## config.mk

```make
export PLATFORM = sky130hd
export DESIGN_NAME = table_bracket_interp_weights
export DESIGN_NICKNAME = d
export VERILOG_FILES = /design/src/design/tbiw_pkg.sv /design/src/design/tbiw_front.sv /design/src/design/tbiw_queue.sv /design/src/design/tbiw_back.sv /design/src/design/table_bracket_interp_weights.sv
export SDC_FILE = /design/constraint.sdc
export NUM_CORES = 1
export LEC_CHECK = 0
export BUFFER_PORTS_ARGS = -buffer_cell sky130_fd_sc_hd__buf_2
export CAP_MARGIN = 5
export CORE_MARGIN = 3
export CORE_UTILIZATION = 55
export DETAILED_ROUTE_END_ITERATION = 6
export GPL_ROUTABILITY_DRIVEN = 1
export GPL_TIMING_DRIVEN = 1
export PLACE_DENSITY_LB_ADDON = 0.05
export SLEW_MARGIN = 40
export SYNTH_ARGS = -nofsm -noshare
export SYNTH_HDL_FRONTEND = slang
export SYNTH_SLANG_ARGS = --single-unit
```

## constraint.sdc

```tcl
create_clock -name clk -period 6.9 [get_ports clk]
set_input_delay 0.69 -clock clk [delete_from_list [all_inputs] [get_ports clk]]
set_output_delay 0.69 -clock clk [all_outputs]
set_load 0.005 [all_outputs]
```

## src/design/tbiw_pkg.sv

```systemverilog
package tbiw_pkg;

  localparam int TABLE_DEPTH_DEF = 16;
  localparam int QUEUE_DEPTH     = 2;   // power of two, pointers wrap freely
  localparam int SLOT_W          = 4;
  localparam int VALUE_W         = 18;
  localparam int ENTRIES_W       = 5;
  localparam int OFFSET_W        = 16;
  localparam int WEIGHT_W        = 17;
  localparam int CFG_DATA_W      = 16;
  localparam int CFG_INDEX_W     = 1;
  localparam int DIV_STEPS       = 17;
  localparam int DIV_CNT_W       = 5;
  localparam int DIFF_W          = VALUE_W + 1;

  localparam logic [WEIGHT_W-1:0] Q16_ONE = 17'h10000;

  localparam logic [CFG_INDEX_W-1:0] REG_ENTRIES_IN_USE = 1'd0;
  localparam logic [CFG_INDEX_W-1:0] REG_GROUND_OFFSET  = 1'd1;

  typedef enum logic [0:0] {
    CMD_QUERY = 1'b0,
    CMD_LOAD  = 1'b1
  } cmd_kind_t;

  typedef struct packed {
    cmd_kind_t                 kind;
    logic [SLOT_W-1:0]         slot;
    logic signed [VALUE_W-1:0] value;
  } cmd_t;

endpackage

```

## src/design/tbiw_front.sv

```systemverilog
module tbiw_front #(
  parameter int TABLE_DEPTH = tbiw_pkg::TABLE_DEPTH_DEF
) (
  input  logic                                       item_valid,
  output logic                                       item_stall,
  input  logic                                       operation,
  input  logic [tbiw_pkg::SLOT_W-1:0]                entry_slot,
  input  logic signed [tbiw_pkg::VALUE_W-1:0]        entry_value,
  input  logic signed [tbiw_pkg::VALUE_W-1:0]        query_value,
  input  logic                                       q_full,
  output logic                                       push,
  output tbiw_pkg::cmd_t                             push_cmd
);
  import tbiw_pkg::*;

  localparam int CMP_W = 9;

  cmd_kind_t kind;
  logic      slot_ok;

  assign kind    = cmd_kind_t'(operation);
  assign slot_ok = CMP_W'(entry_slot) < CMP_W'(TABLE_DEPTH);

  assign item_stall = q_full;

  // loads beyond the table are taken and dropped here
  assign push = item_valid && !q_full && (kind == CMD_QUERY || slot_ok);

  always_comb begin
    push_cmd.kind  = kind;
    push_cmd.slot  = entry_slot;
    push_cmd.value = (kind == CMD_LOAD) ? entry_value : query_value;
  end

endmodule

```

## src/design/tbiw_queue.sv

```systemverilog
module tbiw_queue (
  input  logic           clk,
  input  logic           rst,
  input  logic           push,
  input  tbiw_pkg::cmd_t push_cmd,
  output logic           full,
  input  logic           pop,
  output tbiw_pkg::cmd_t pop_cmd,
  output logic           empty
);
  import tbiw_pkg::*;

  localparam int PTR_W = (QUEUE_DEPTH > 1) ? $clog2(QUEUE_DEPTH) : 1;

  cmd_t             q_mem [QUEUE_DEPTH];
  logic [PTR_W-1:0] wr_ptr;
  logic [PTR_W-1:0] rd_ptr;
  logic [PTR_W:0]   count;

  assign full    = count == (PTR_W+1)'(QUEUE_DEPTH);
  assign empty   = count == '0;
  assign pop_cmd = q_mem[rd_ptr];

  always_ff @(posedge clk) begin
    if (push && !full) begin
      q_mem[wr_ptr] <= push_cmd;
    end
  end

  always_ff @(posedge clk) begin
    if (rst) begin
      wr_ptr <= '0;
      rd_ptr <= '0;
      count  <= '0;
    end else begin
      if (push && !full) begin
        wr_ptr <= wr_ptr + 1'b1;
      end
      if (pop && !empty) begin
        rd_ptr <= rd_ptr + 1'b1;
      end
      case ({push && !full, pop && !empty})
        2'b10:   count <= count + 1'b1;
        2'b01:   count <= count - 1'b1;
        default: count <= count;
      endcase
    end
  end

endmodule

```

## src/design/tbiw_back.sv

```systemverilog
module tbiw_back #(
  parameter int TABLE_DEPTH = tbiw_pkg::TABLE_DEPTH_DEF
) (
  input  logic                               clk,
  input  logic                               rst,
  input  logic [tbiw_pkg::ENTRIES_W-1:0]     entries_in_use,
  input  logic [tbiw_pkg::OFFSET_W-1:0]      ground_offset,
  input  logic                               q_empty,
  input  tbiw_pkg::cmd_t                     q_cmd,
  output logic                               pop,
  output logic                               result_valid,
  input  logic                               result_stall,
  output logic [tbiw_pkg::SLOT_W-1:0]        table_slot,
  output logic [tbiw_pkg::OFFSET_W-1:0]      point_index,
  output logic [tbiw_pkg::WEIGHT_W-1:0]      weight,
  output logic                               last_flag
);
  import tbiw_pkg::*;

  localparam int IDX_W = (TABLE_DEPTH > 1) ? $clog2(TABLE_DEPTH) : 1;
  localparam int CMP_W = 9;

  typedef enum logic [2:0] {
    ST_IDLE,
    ST_SCAN,
    ST_CLASS,
    ST_DIV,
    ST_EMIT_FIRST,
    ST_EMIT_LAST
  } state_t;

  state_t                    state;
  logic signed [VALUE_W-1:0] cos_mem [TABLE_DEPTH];
  logic signed [VALUE_W-1:0] mem_q;
  logic [IDX_W-1:0]          rd_addr;
  logic [IDX_W-1:0]          n_last;
  logic [IDX_W-1:0]          cmp_idx;
  logic [IDX_W-1:0]          up_slot;
  logic [IDX_W-1:0]          low_slot;
  logic [IDX_W-1:0]          em_slot;
  logic [WEIGHT_W-1:0]       em_weight;
  logic signed [VALUE_W-1:0] x;
  logic signed [VALUE_W-1:0] prev;
  logic signed [VALUE_W-1:0] vu;
  logic signed [VALUE_W-1:0] vl;
  logic [DIFF_W-1:0]         rem;
  logic [DIFF_W-1:0]         den;
  logic [WEIGHT_W-1:0]       quot;
  logic [DIV_CNT_W-1:0]      div_cnt;
  logic [DIFF_W-1:0]         num_next;
  logic [DIFF_W-1:0]         den_next;
  logic [DIFF_W-1:0]         trial;
  logic                      step_bit;
  logic [DIFF_W-1:0]         rem_next;
  logic                      out_free;
  logic                      found;
  logic                      emit_now;

  // zero entries acts as one, counts past the table saturate
  always_comb begin
    if (entries_in_use == '0) begin
      n_last = '0;
    end else if (CMP_W'(entries_in_use) > CMP_W'(TABLE_DEPTH)) begin
      n_last = IDX_W'(TABLE_DEPTH - 1);
    end else begin
      n_last = IDX_W'(CMP_W'(entries_in_use) - CMP_W'(1));
    end
  end

  assign pop      = (state == ST_IDLE) && !q_empty;
  assign out_free = !result_valid || !result_stall;
  assign found    = (mem_q > x) || (cmp_idx == n_last);
  assign emit_now = (state == ST_EMIT_FIRST || state == ST_EMIT_LAST) && out_free;

  always_comb begin
    if (state == ST_SCAN && cmp_idx != n_last) begin
      rd_addr = cmp_idx + 1'b1;
    end else begin
      rd_addr = '0;
    end
  end

  assign num_next = {x[VALUE_W-1], x} - {vl[VALUE_W-1], vl};
  assign den_next = {vu[VALUE_W-1], vu} - {vl[VALUE_W-1], vl};

  // restoring divide, integer bit first then sixteen fraction bits
  assign trial    = (div_cnt == '0) ? rem : {rem[DIFF_W-2:0], 1'b0};
  assign step_bit = trial >= den;
  assign rem_next = step_bit ? trial - den : trial;

  always_ff @(posedge clk) begin
    if (pop && q_cmd.kind == CMD_LOAD) begin
      cos_mem[IDX_W'(q_cmd.slot)] <= q_cmd.value;
    end
    mem_q <= cos_mem[rd_addr];
  end

  always_ff @(posedge clk) begin
    if (rst) begin
      state        <= ST_IDLE;
      result_valid <= 1'b0;
    end else begin
      if (emit_now) begin
        result_valid <= 1'b1;
      end else if (result_valid && !result_stall) begin
        result_valid <= 1'b0;
      end
      case (state)
        ST_IDLE: begin
          if (!q_empty && q_cmd.kind == CMD_QUERY) begin
            x       <= q_cmd.value;
            cmp_idx <= '0;
            state   <= ST_SCAN;
          end
        end
        ST_SCAN: begin
          if (found) begin
            up_slot  <= cmp_idx;
            low_slot <= (cmp_idx == '0) ? '0 : cmp_idx - 1'b1;
            vu       <= mem_q;
            vl       <= (cmp_idx == '0) ? mem_q : prev;
            state    <= ST_CLASS;
          end else begin
            prev    <= mem_q;
            cmp_idx <= cmp_idx + 1'b1;
          end
        end
        ST_CLASS: begin
          em_weight <= Q16_ONE;
          if (vu == vl) begin
            em_slot <= low_slot;
            state   <= ST_EMIT_LAST;
          end else if (x > vu) begin
            em_slot <= up_slot;
            state   <= ST_EMIT_LAST;
          end else if (x < vl) begin
            em_slot <= '0;
            state   <= ST_EMIT_LAST;
          end else begin
            rem     <= num_next;
            den     <= den_next;
            quot    <= '0;
            div_cnt <= '0;
            state   <= ST_DIV;
          end
        end
        ST_DIV: begin
          rem     <= rem_next;
          quot    <= {quot[WEIGHT_W-2:0], step_bit};
          div_cnt <= div_cnt + 1'b1;
          if (div_cnt == DIV_CNT_W'(DIV_STEPS - 1)) begin
            state <= ST_EMIT_FIRST;
          end
        end
        ST_EMIT_FIRST: begin
          if (out_free) begin
            table_slot   <= SLOT_W'(up_slot);
            point_index  <= ground_offset + OFFSET_W'(up_slot);
            weight       <= quot;
            last_flag    <= 1'b0;
            em_slot      <= low_slot;
            em_weight    <= Q16_ONE - quot;
            state        <= ST_EMIT_LAST;
          end
        end
        ST_EMIT_LAST: begin
          if (out_free) begin
            table_slot   <= SLOT_W'(em_slot);
            point_index  <= ground_offset + OFFSET_W'(em_slot);
            weight       <= em_weight;
            last_flag    <= 1'b1;
            state        <= ST_IDLE;
          end
        end
        default: begin
          state <= ST_IDLE;
        end
      endcase
    end
  end

  a_weight_range: assert property (@(posedge clk) disable iff (rst)
    result_valid |-> weight <= Q16_ONE)
    else $error("weight above one");

  a_scan_bound: assert property (@(posedge clk) disable iff (rst)
    state == ST_SCAN |-> cmp_idx <= n_last)
    else $error("scan beyond valid entries");

  a_rem_below_den: assert property (@(posedge clk) disable iff (rst)
    (state == ST_DIV && div_cnt != '0) |-> rem < den)
    else $error("divider remainder not reduced");

  a_pair_order: assert property (@(posedge clk) disable iff (rst)
    (result_valid && !last_flag) |-> state == ST_EMIT_LAST)
    else $error("first result of a pair without its partner pending");

endmodule

```

## src/design/table_bracket_interp_weights.sv

```systemverilog
// Piecewise-linear interpolation weights over an ascending table of Q16 cosines.
// Requests enter a two-entry queue, so the input side keeps taking requests
// while the back end works or a result waits, until the queue is full. A load
// is written to the table as it leaves the queue; a load to a slot beyond the
// table is taken and dropped. A query walks the table one entry per cycle
// through the memory read port until the first entry above it or the last
// entry in use, then passes a classify state. A bracketed query runs the
// one-bit-per-cycle divider and hands out two results; a query that falls
// outside or on equal neighbours gives one result after scan and classify.
// Table contents are undefined until loaded.
module table_bracket_interp_weights #(
  parameter int TABLE_DEPTH = tbiw_pkg::TABLE_DEPTH_DEF
) (
  input  logic                                   clk,
  input  logic                                   rst,
  input  logic                                   cfg_write,
  input  logic [tbiw_pkg::CFG_INDEX_W-1:0]       cfg_index,
  input  logic [tbiw_pkg::CFG_DATA_W-1:0]        cfg_data,
  input  logic                                   item_valid,
  output logic                                   item_stall,
  input  logic                                   operation,
  input  logic [tbiw_pkg::SLOT_W-1:0]            entry_slot,
  input  logic signed [tbiw_pkg::VALUE_W-1:0]    entry_value,
  input  logic signed [tbiw_pkg::VALUE_W-1:0]    query_value,
  output logic                                   result_valid,
  input  logic                                   result_stall,
  output logic [tbiw_pkg::SLOT_W-1:0]            table_slot,
  output logic [tbiw_pkg::OFFSET_W-1:0]          point_index,
  output logic [tbiw_pkg::WEIGHT_W-1:0]          weight,
  output logic                                   last_flag
);
  import tbiw_pkg::*;

  logic [ENTRIES_W-1:0] entries_in_use;
  logic [OFFSET_W-1:0]  ground_offset;
  logic                 push;
  cmd_t                 push_cmd;
  logic                 q_full;
  logic                 q_empty;
  logic                 pop;
  cmd_t                 q_cmd;

  always_ff @(posedge clk) begin
    if (rst) begin
      entries_in_use <= ENTRIES_W'(1);
      ground_offset  <= '0;
    end else if (cfg_write) begin
      case (cfg_index)
        REG_ENTRIES_IN_USE: entries_in_use <= cfg_data[ENTRIES_W-1:0];
        REG_GROUND_OFFSET:  ground_offset  <= cfg_data[OFFSET_W-1:0];
        default: ;
      endcase
    end
  end

  tbiw_front #(
    .TABLE_DEPTH (TABLE_DEPTH)
  ) u_front (
    .item_valid  (item_valid),
    .item_stall  (item_stall),
    .operation   (operation),
    .entry_slot  (entry_slot),
    .entry_value (entry_value),
    .query_value (query_value),
    .q_full      (q_full),
    .push        (push),
    .push_cmd    (push_cmd)
  );

  tbiw_queue u_queue (
    .clk      (clk),
    .rst      (rst),
    .push     (push),
    .push_cmd (push_cmd),
    .full     (q_full),
    .pop      (pop),
    .pop_cmd  (q_cmd),
    .empty    (q_empty)
  );

  tbiw_back #(
    .TABLE_DEPTH (TABLE_DEPTH)
  ) u_back (
    .clk            (clk),
    .rst            (rst),
    .entries_in_use (entries_in_use),
    .ground_offset  (ground_offset),
    .q_empty        (q_empty),
    .q_cmd          (q_cmd),
    .pop            (pop),
    .result_valid   (result_valid),
    .result_stall   (result_stall),
    .table_slot     (table_slot),
    .point_index    (point_index),
    .weight         (weight),
    .last_flag      (last_flag)
  );

endmodule
```

==> results of run 1 <==
-- worst max path at each step --
stage | endpoint | start | cells after the start
after floorplan | u_back.low_slot[0] | entries_in_use[0] | 10
after global placement | u_back.rem[1] | u_back.div_cnt[0] | 16
after detailed placement | u_back.rem[1] | u_back.div_cnt[0] | 16
after CTS | u_back.rem[1] | u_back.div_cnt[0] | 16
after global routing | u_back.rem[1] | u_back.div_cnt[0] | 16
final | u_back.rem[1] | u_back.div_cnt[0] | 16
-- report_power, final --
| part | leakage (nW) | total, mW | switching [mW] | internal [mW] |
|---|---|---|---|---|
| registers | 5.27 | 4.74 | 0.209 | 4.54 |
| clock network | 0.937 | 3.16 | 1.31 | 1.85 |
| logic | 5.01 | 2.71 | 1.74 | 0.965 |
| total | 11.2 | 10.6 | 3.26 | 7.35 |
-- routing by layer --
metal / up-vias / GRT usage [%]
li1: 7970 / -
met2: 396 / 37.43
met4: 0 / 6.851
met5: - / 0
met3: 90 / 2.645
met1: 8067 / 30.15
-- metrics by stage --
step                utilization, %  setup slack [ns]  hold WS, ns
finish                       63.13             2.255       0.2639
global route                 63.13             1.869       0.2517
CTS                          63.10             2.240       0.2323
detailed placement           59.11             2.272       0.4590
global placement             58.97             2.072       0.4517
floorplan                        -             1.071       0.4244
-- worst reg2reg max path, cell delays in order, from the launching register on --
cell	delay, ns
edfxtp_1	0.43
inv_1	0.08
ha_1	0.16
nand2_1	0.06
nor2_2	0.47
buf_4	0.30
mux2_2	0.37
ha_1	0.37
and3_1	0.25
nand3_1	0.13
nor4_1	0.44
a211o_1	0.16
a22oi_1	0.12
a31oi_2	0.30
buf_4	0.35
mux2_2	0.38
mux2i_1	0.12
-- flip-flops by register name, indices dropped and copies added, names as in the netlist, 2 cells and up, named ones only --
signal and flops:
ground_offset 16, u_back.table_slot 4, u_back.div_cnt 5, u_back.vl 18, u_back.point_index 16, u_back.quot 17
u_back.weight 17, u_back.low_slot 4, u_back.x 18, u_back.up_slot 4, u_back.em_slot 4, u_back.em_weight 17
u_back.vu 18, u_queue.count 2, u_back.prev 18, u_back.rem 19, u_back.mem_q 18, entries_in_use 5
u_queue.q_mem 46, u_back.den 19, u_back.state 3, u_back.cmp_idx 4, u_back.cos_mem 288
-- kinds of logic (layout without fill, tap and decap cells) --
kind of cell               count (synthesis)  after routing  synth area share [%]
AOI/OAI and AO/OA                        390            390                 9.587
xor gates and xnor gates                  76             76                 2.460
adders and majority gates                106            106                 5.013
buffers and inverters                    195            367                 2.895
DFF                                      585            585                 63.15
muxes                                    171            171                 7.649
other                                      0              1                     0
and+or+nand+nor                          544            544                 9.244
-- final cells by class --
class | instances | area share [%]
Sequential cell | 585 | 56.21
Multi-Input combinational cell | 1287 | 30.56
Antenna cell | 1 | 0.008232
Timing Repair Buffer | 142 | 2.766
Clock buffer | 85 | 5.446
Clock inverter | 24 | 0.8768
Inverter | 116 | 1.432
Tap cell | 656 | 2.700
-- placed cells by master (no fill, tap or decap), drive strengths merged, types with 41 or more instances in the layout --
cell type / count
nand2: 229
ha: 102
buf: 142
a21oi: 114
mux2i: 47
xnor2: 43
a31oi: 41
dfxtp: 48
clkbuf: 85
mux2: 106
edfxtp: 537
inv: 117
o21ai: 73
nor2: 126
==> metrics.txt, run 1 <==
top cells by count, synth=edfxtp_1 (537), nand2_1 (227), nor2_1 (124); worst hold path type=in2reg; Max-Cap Viols=0; DR WL/cell=19.76 um; Hold Crit Start=entry_slot[1]; Reg2Reg Depth=16; CP endpoint kind=register; post-CTS resize count=0; Ys Warns=0; met2 wire len=28,210 um; initial antenna violation count=1; worst path cell trace=inv_1, ha_1, nand2_1, nor2_2, buf_4, mux2_2, ha_1, and3_1, nand3_1, nor4_1, a211o_1, a22oi_1, a31oi_2, buf_4, mux2_2, mux2i_1; Final Hold Fails=0; post-CTS setup buffers=0; Worst Tran Pin Value=0.7759 ns; most numerous cell in the Yosys netlist=edfxtp_1; Core Rows=80; total track usage=22.10%; Slew headroom=48.27%; DR top layer=met4; vias in the first global route=16,678; final period utilization=67.32%; count of input and output buffers=102; CTS root buf=clkbuf_16; placed inst area=28,460 um2; clock buffer depth=3; Finished Layout Cells=2,896; capture point of the worst reg-to-reg path=u_back.rem[1]; Max Freq=215.3 MHz; CP max stage delay=0.47 ns; Final Power=10.61 mW; skew final=0.02146 ns; routed wire length=57,240 um; power density cells=349.0 nW/um2; DRT iter0 DRCs=1,237; Initial Utilization=56.20%; P_leak=11.21 nW; Avg Inst Size Synth=13.09 um2; core box area=48,150 um2; GP Congestion=0.8891; max-slew violations=0; Top delay family on crit path=simple AND/OR/NAND/NOR gates; syn nets=2,236; Final nets=2,360; FF/Latch Area=17,090 um2; first-pass GRT wire length=92,140 um; Seq/Total Area, Yosys=63.15%; CTS H-tree lvls=2; CTS sink count=585; Area Overhead vs Synth=12.35%; Met3 Wirelength=2546 um; GRT overflow=0; Unique masters post-synth=83; CTS tree=done; RR Startpoint=u_back.div_cnt[0]; largest net degree at the start of global routing=50; mapped cell area=27,060 um2; Setup CP Type=reg2reg; Top FF cell, synth=edfxtp_1; area of the multi-input gates=9289 um2; post-synthesis cell count=2,067; fillcell total=3,704; Startpoint Class=register; setup TNS=0 ns; number of flops mapped to enable cells by yosys=537; Clock Latency Late Sink=0.62 ns; Crit path required time=7.36 ns; post-route cell area=30,400 um2; flops & latches, synth=585; Hold Crit Endpoint=u_queue.q_mem[1][19]; leading area contributor after synthesis=edfxtp_1; IO Count=103; Synth top area share=59.60%; WP buf/inv=3; worst hold path stage count=1; IR drop worst, VDD=0.2796 mV; Final setup viols=0; routed length on met1=25,170 um; status=completed; Slowest-stage cell, CP=nor2_2; Detailed Routing Iterations Pass 1=5; DRC Markers=0; top post-synthesis cells by area=edfxtp_1 (60%), ha_1 (4.7%), mux2_2 (4.0%), dfxtp_1 (3.6%), nand2_1 (3.1%); CTS buffer count=59; register-to-register setup slack=2.25 ns; CP max FO=16; die span in x=227.8 um; die area=51,890 um2; Period minus WS final=4.645 ns; clock slew at reported path FFs=0.06 ns; async set or reset register ratio after synthesis=0%; Hold Buf Count CTS=0; drt via density=5.705; vias post-DR=16,523; RSZ-0062 raised after global routing=false; dpl hpwl=38,900 um; post-route ant nets=0; dpl cells=2,786; Die Height=227.8 um; share of layout cells above drive strength 1=17.69%; Worst EP arrival=5.10 ns
No activity file was read; power rests on OpenSTA's default activity.
==> run 2, diff against run 1 <==
ABC_AREA = 1   (was not set)
clock period = 4.3 ns   (was 6.9 ns; I/O delays follow)
==> run 2 against run 1 <==
Net effect: worst setup slack worse by 1.7 ns; largest power group unchanged; flip-flop and latch count unchanged; sequential power up 59%.
==> metrics.txt, run 2 <==
Worst Tran Pin Value=0.9041 ns (was 0.7759 ns); Final Hold Fails=0 (unchanged); initial antenna violation count=0 (was 1); Seq/Total Area, Yosys=60.71% (was 63.15%); IR drop worst, VDD=0.4698 mV (was 0.2796 mV); RSZ-0062 raised after global routing=false (unchanged); status=completed (unchanged); core box area=50,380 um2 (was 48,150 um2); clock slew at reported path FFs=0.06 ns (about the same); most numerous cell in the Yosys netlist=edfxtp_1 (unchanged); Largest regs=u_back.cos_mem x288, u_queue.q_mem x46 (unchanged); ant diodes=0 (was 1); clock power share=31.2% (was 29.8%); Synth top area share=57.30% (was 59.60%); syn nets=2,871 (was 2,236); total track usage=25.84% (was 22.10%); Worst EP arrival=4.15 ns (was 5.10 ns); die span in x=232.2 um (was 227.8 um); Sequential Power Share=43.2% (was 44.7%); clock buffer depth=3 (unchanged); vias post-DR=19,530 (was 16,523); Area Overhead vs Synth=12.36% (was 12.35%); IO Count=103 (unchanged); most frequent cells in the layout=edfxtp_1 (537), nand2_1 (488), inv_1 (346), nand3_1 (333), nor2_1 (138) (was edfxtp_1 (537), nand2_1 (225), nor2_1 (120), inv_1 (114), a21oi_1 (112)); CTS tree=done (unchanged); Unique masters post-synth=50 (was 83); drt via density=5.526 (was 5.705); die area=53,920 um2 (was 51,890 um2); max reg flops=288 (unchanged); flops & latches, synth=585 (unchanged); Ys Warns=0 (unchanged); first-pass GRT wire length=108,200 um (was 92,140 um); P_leak=12.96 nW (was 11.21 nW); DR top layer=met4 (unchanged); number of flops mapped to enable cells by yosys=537 (unchanged); Slew headroom=39.58% (was 48.27%); top post-synthesis cells by area=edfxtp_1 (57%), nand2_1 (6.5%), nand3_1 (5.9%), inv_1 (4.6%), ha_1 (4.5%) (was edfxtp_1 (60%), ha_1 (4.7%), mux2_2 (4.0%), dfxtp_1 (3.6%), nand2_1 (3.1%)); Combinational Power Share=25.6% (was 25.5%); Detailed Routing Iterations Pass 1=5 (unchanged); vias in the first global route=19,460 (was 16,678); Switch Pwr=5.736 mW (was 3.259 mW); GRT overflow=0 (unchanged); commonest non-fill, non-tap cell in the layout=edfxtp_1 (unchanged); GP Congestion=0.9175 (was 0.8891); max-slew violations=0 (unchanged); Final nets=2,980 (was 2,360); Final setup viols=0 (unchanged); DR WL/cell=19.67 um (was 19.76 um); largest net degree at the start of global routing=126 (was 50); Die Height=232.2 um (was 227.8 um); Max-Cap Viols=0 (unchanged); CTS H-tree lvls=2 (unchanged); mapped cell area=28,140 um2 (was 27,060 um2); fillcell total=3,992 (was 3,704); routed wire length=69,510 um (was 57,240 um); met2 wire len=34,750 um (was 28,210 um); CP max FO=26 (was 16); Crit path required time=4.67 ns (was 7.36 ns); Avg Inst Size Synth=10.42 um2 (was 13.09 um2); post-synthesis cell count=2,702 (was 2,067); count of input and output buffers=102 (unchanged); leading area contributor after synthesis=edfxtp_1 (unchanged); Max Freq=264.1 MHz (was 215.3 MHz); most flop-heavy register=u_back.cos_mem (unchanged); DRC Markers=0 (unchanged); dpl hpwl=45,140 um (was 38,900 um); DRT iter0 DRCs=1,759 (was 1,237); async set or reset register ratio after synthesis=0% (unchanged); share of layout cells above drive strength 1=13.84% (was 17.69%); setup TNS=0 ns (unchanged); Setup CP Type=reg2reg (unchanged); Final Core Density=62.78% (was 63.13%); Top FF cell, synth=edfxtp_1 (unchanged); routed length on met1=28,810 um (was 25,170 um); skew final=0.02762 ns (was 0.02146 ns); Period minus WS final=3.786 ns (was 4.645 ns); Met3 Wirelength=3651 um (was 2546 um); Switching Fraction=32.93% (was 30.72%); worst hold path type=in2reg (unchanged); Initial Utilization=55.87% (was 56.20%); power density cells=550.8 nW/um2 (was 349.0 nW/um2); post-route ant nets=0 (unchanged); CP endpoint kind=register (unchanged); Startpoint Class=register (unchanged); Int Power=11.68 mW (was 7.350 mW); Clock Latency Late Sink=0.64 ns (was 0.62 ns); CTS sink count=585 (unchanged); top cells by count, synth=edfxtp_1 (537), nand2_1 (490), inv_1 (347) (was edfxtp_1 (537), nand2_1 (227), nor2_1 (124)); CTS buffer count=60 (was 59); CTS root buf=clkbuf_16 (unchanged); Core Rows=82 (was 80); final period utilization=88.05% (was 67.32%)
run 2: critical path: stages, from the launching register on:
cell and delay (ns):
edfxtp_1 0.43, inv_1 0.09, ha_1 0.14, nand2_1 0.06
nor2_1 0.12, buf_4 0.31, nand2_1 0.08, o21ai_0 0.12
ha_1 0.33, a21oi_1 0.17, nand2_1 0.10, a21oi_1 0.33
o21ai_2 0.14, nand3_1 0.09, nand2_1 0.10, nand2_1 0.09
nand2_2 0.25, buf_4 0.29, o211ai_1 0.17, o21ai_0 0.10
run 2: cells by family (layout without fill, tap and decap cells):
| group | Yosys count | count (layout) | synth area share [%] |
|---|---|---|---|
| and+or+nand+nor | 1172 | 1172 | 19.22 |
| DFF | 585 | 585 | 60.71 |
| buffers and inverters | 459 | 619 | 6.473 |
| AOI/OAI and AO/OA | 305 | 305 | 6.277 |
| adders and majority gates | 106 | 106 | 4.819 |
| xor gates and xnor gates | 55 | 55 | 1.712 |
| muxes | 20 | 20 | 0.7913 |
run 2: layout make-up:
type / instances / area [um2] / area share [%]
multi-input combinational: 1658 / 9349 / 29.56
timing repair buffer: 147 / 920.9 / 2.912
inverter: 359 / 1354 / 4.281
clock inverter: 43 / 504.2 / 1.594
clock buffer: 70 / 1569 / 4.961
tap: 672 / 840.8 / 2.659
sequential: 585 / 17090 / 54.03
run 2: worst paths after layout:
check,startpoint,endpoint,slack (ns),cells after the start
worst max-delay path,u_back.div_cnt[0],u_back.rem[4],0.51,19
worst min-delay path,cfg_data[15],ground_offset[15],0.05,3
worst max register to register,u_back.div_cnt[0],u_back.rem[4],0.51,19
worst min register to register,u_queue.rd_ptr,u_queue.rd_ptr,0.45,1
run 2: per-layer routing:
metal / vias up / global-route usage (%)
met5: - / 0
met4: 0 / 8.927
met3: 131 / 3.545
met2: 543 / 45.25
met1: 9366 / 33.05
li1: 9490 / -
run 2: timing repair:
| item | 4_1_cts | 5_1_grt |
|---|---|---|
| endpoints found under the hold margin | 8 | 0 |
| setup buffers | 0 | 0 |
| setup endpoints to repair | 0 | 0 |
| gates resized for setup | 0 | 0 |
| hold buffers | 4 | 0 |
run 2: through the flow:
step / total power [mW] / cells / setup WS (ns) / instance area, um2 / hold WS [ns]
2_1_floorplan: 10.53 / 2702 / 0.1932 / 28150 / 0.4255
4_1_cts: 17.50 / 3534 / 0.4928 / 31620 / 0.01967
6_report: 17.42 / 3534 / 0.5138 / 31620 / 0.05340
3_3_place_gp: 11.97 / 3417 / 0.5950 / 29490 / 0.4357
5_1_grt: 18.27 / 3534 / 0.1674 / 31620 / 0.05030
3_5_place_dp: 12.09 / 3417 / 0.5026 / 29510 / 0.4492
run 2: power by group through the flow:
stage | clock [mW] | combinational (mW) | sequential (mW)
after detailed placement | 0 | 4.45 | 7.64
after floorplan | 0 | 3.03 | 7.50
after CTS | 5.52 | 4.46 | 7.52
after global routing | 5.73 | 4.97 | 7.57
final | 5.44 | 4.46 | 7.53
after global placement | 0 | 4.35 | 7.63
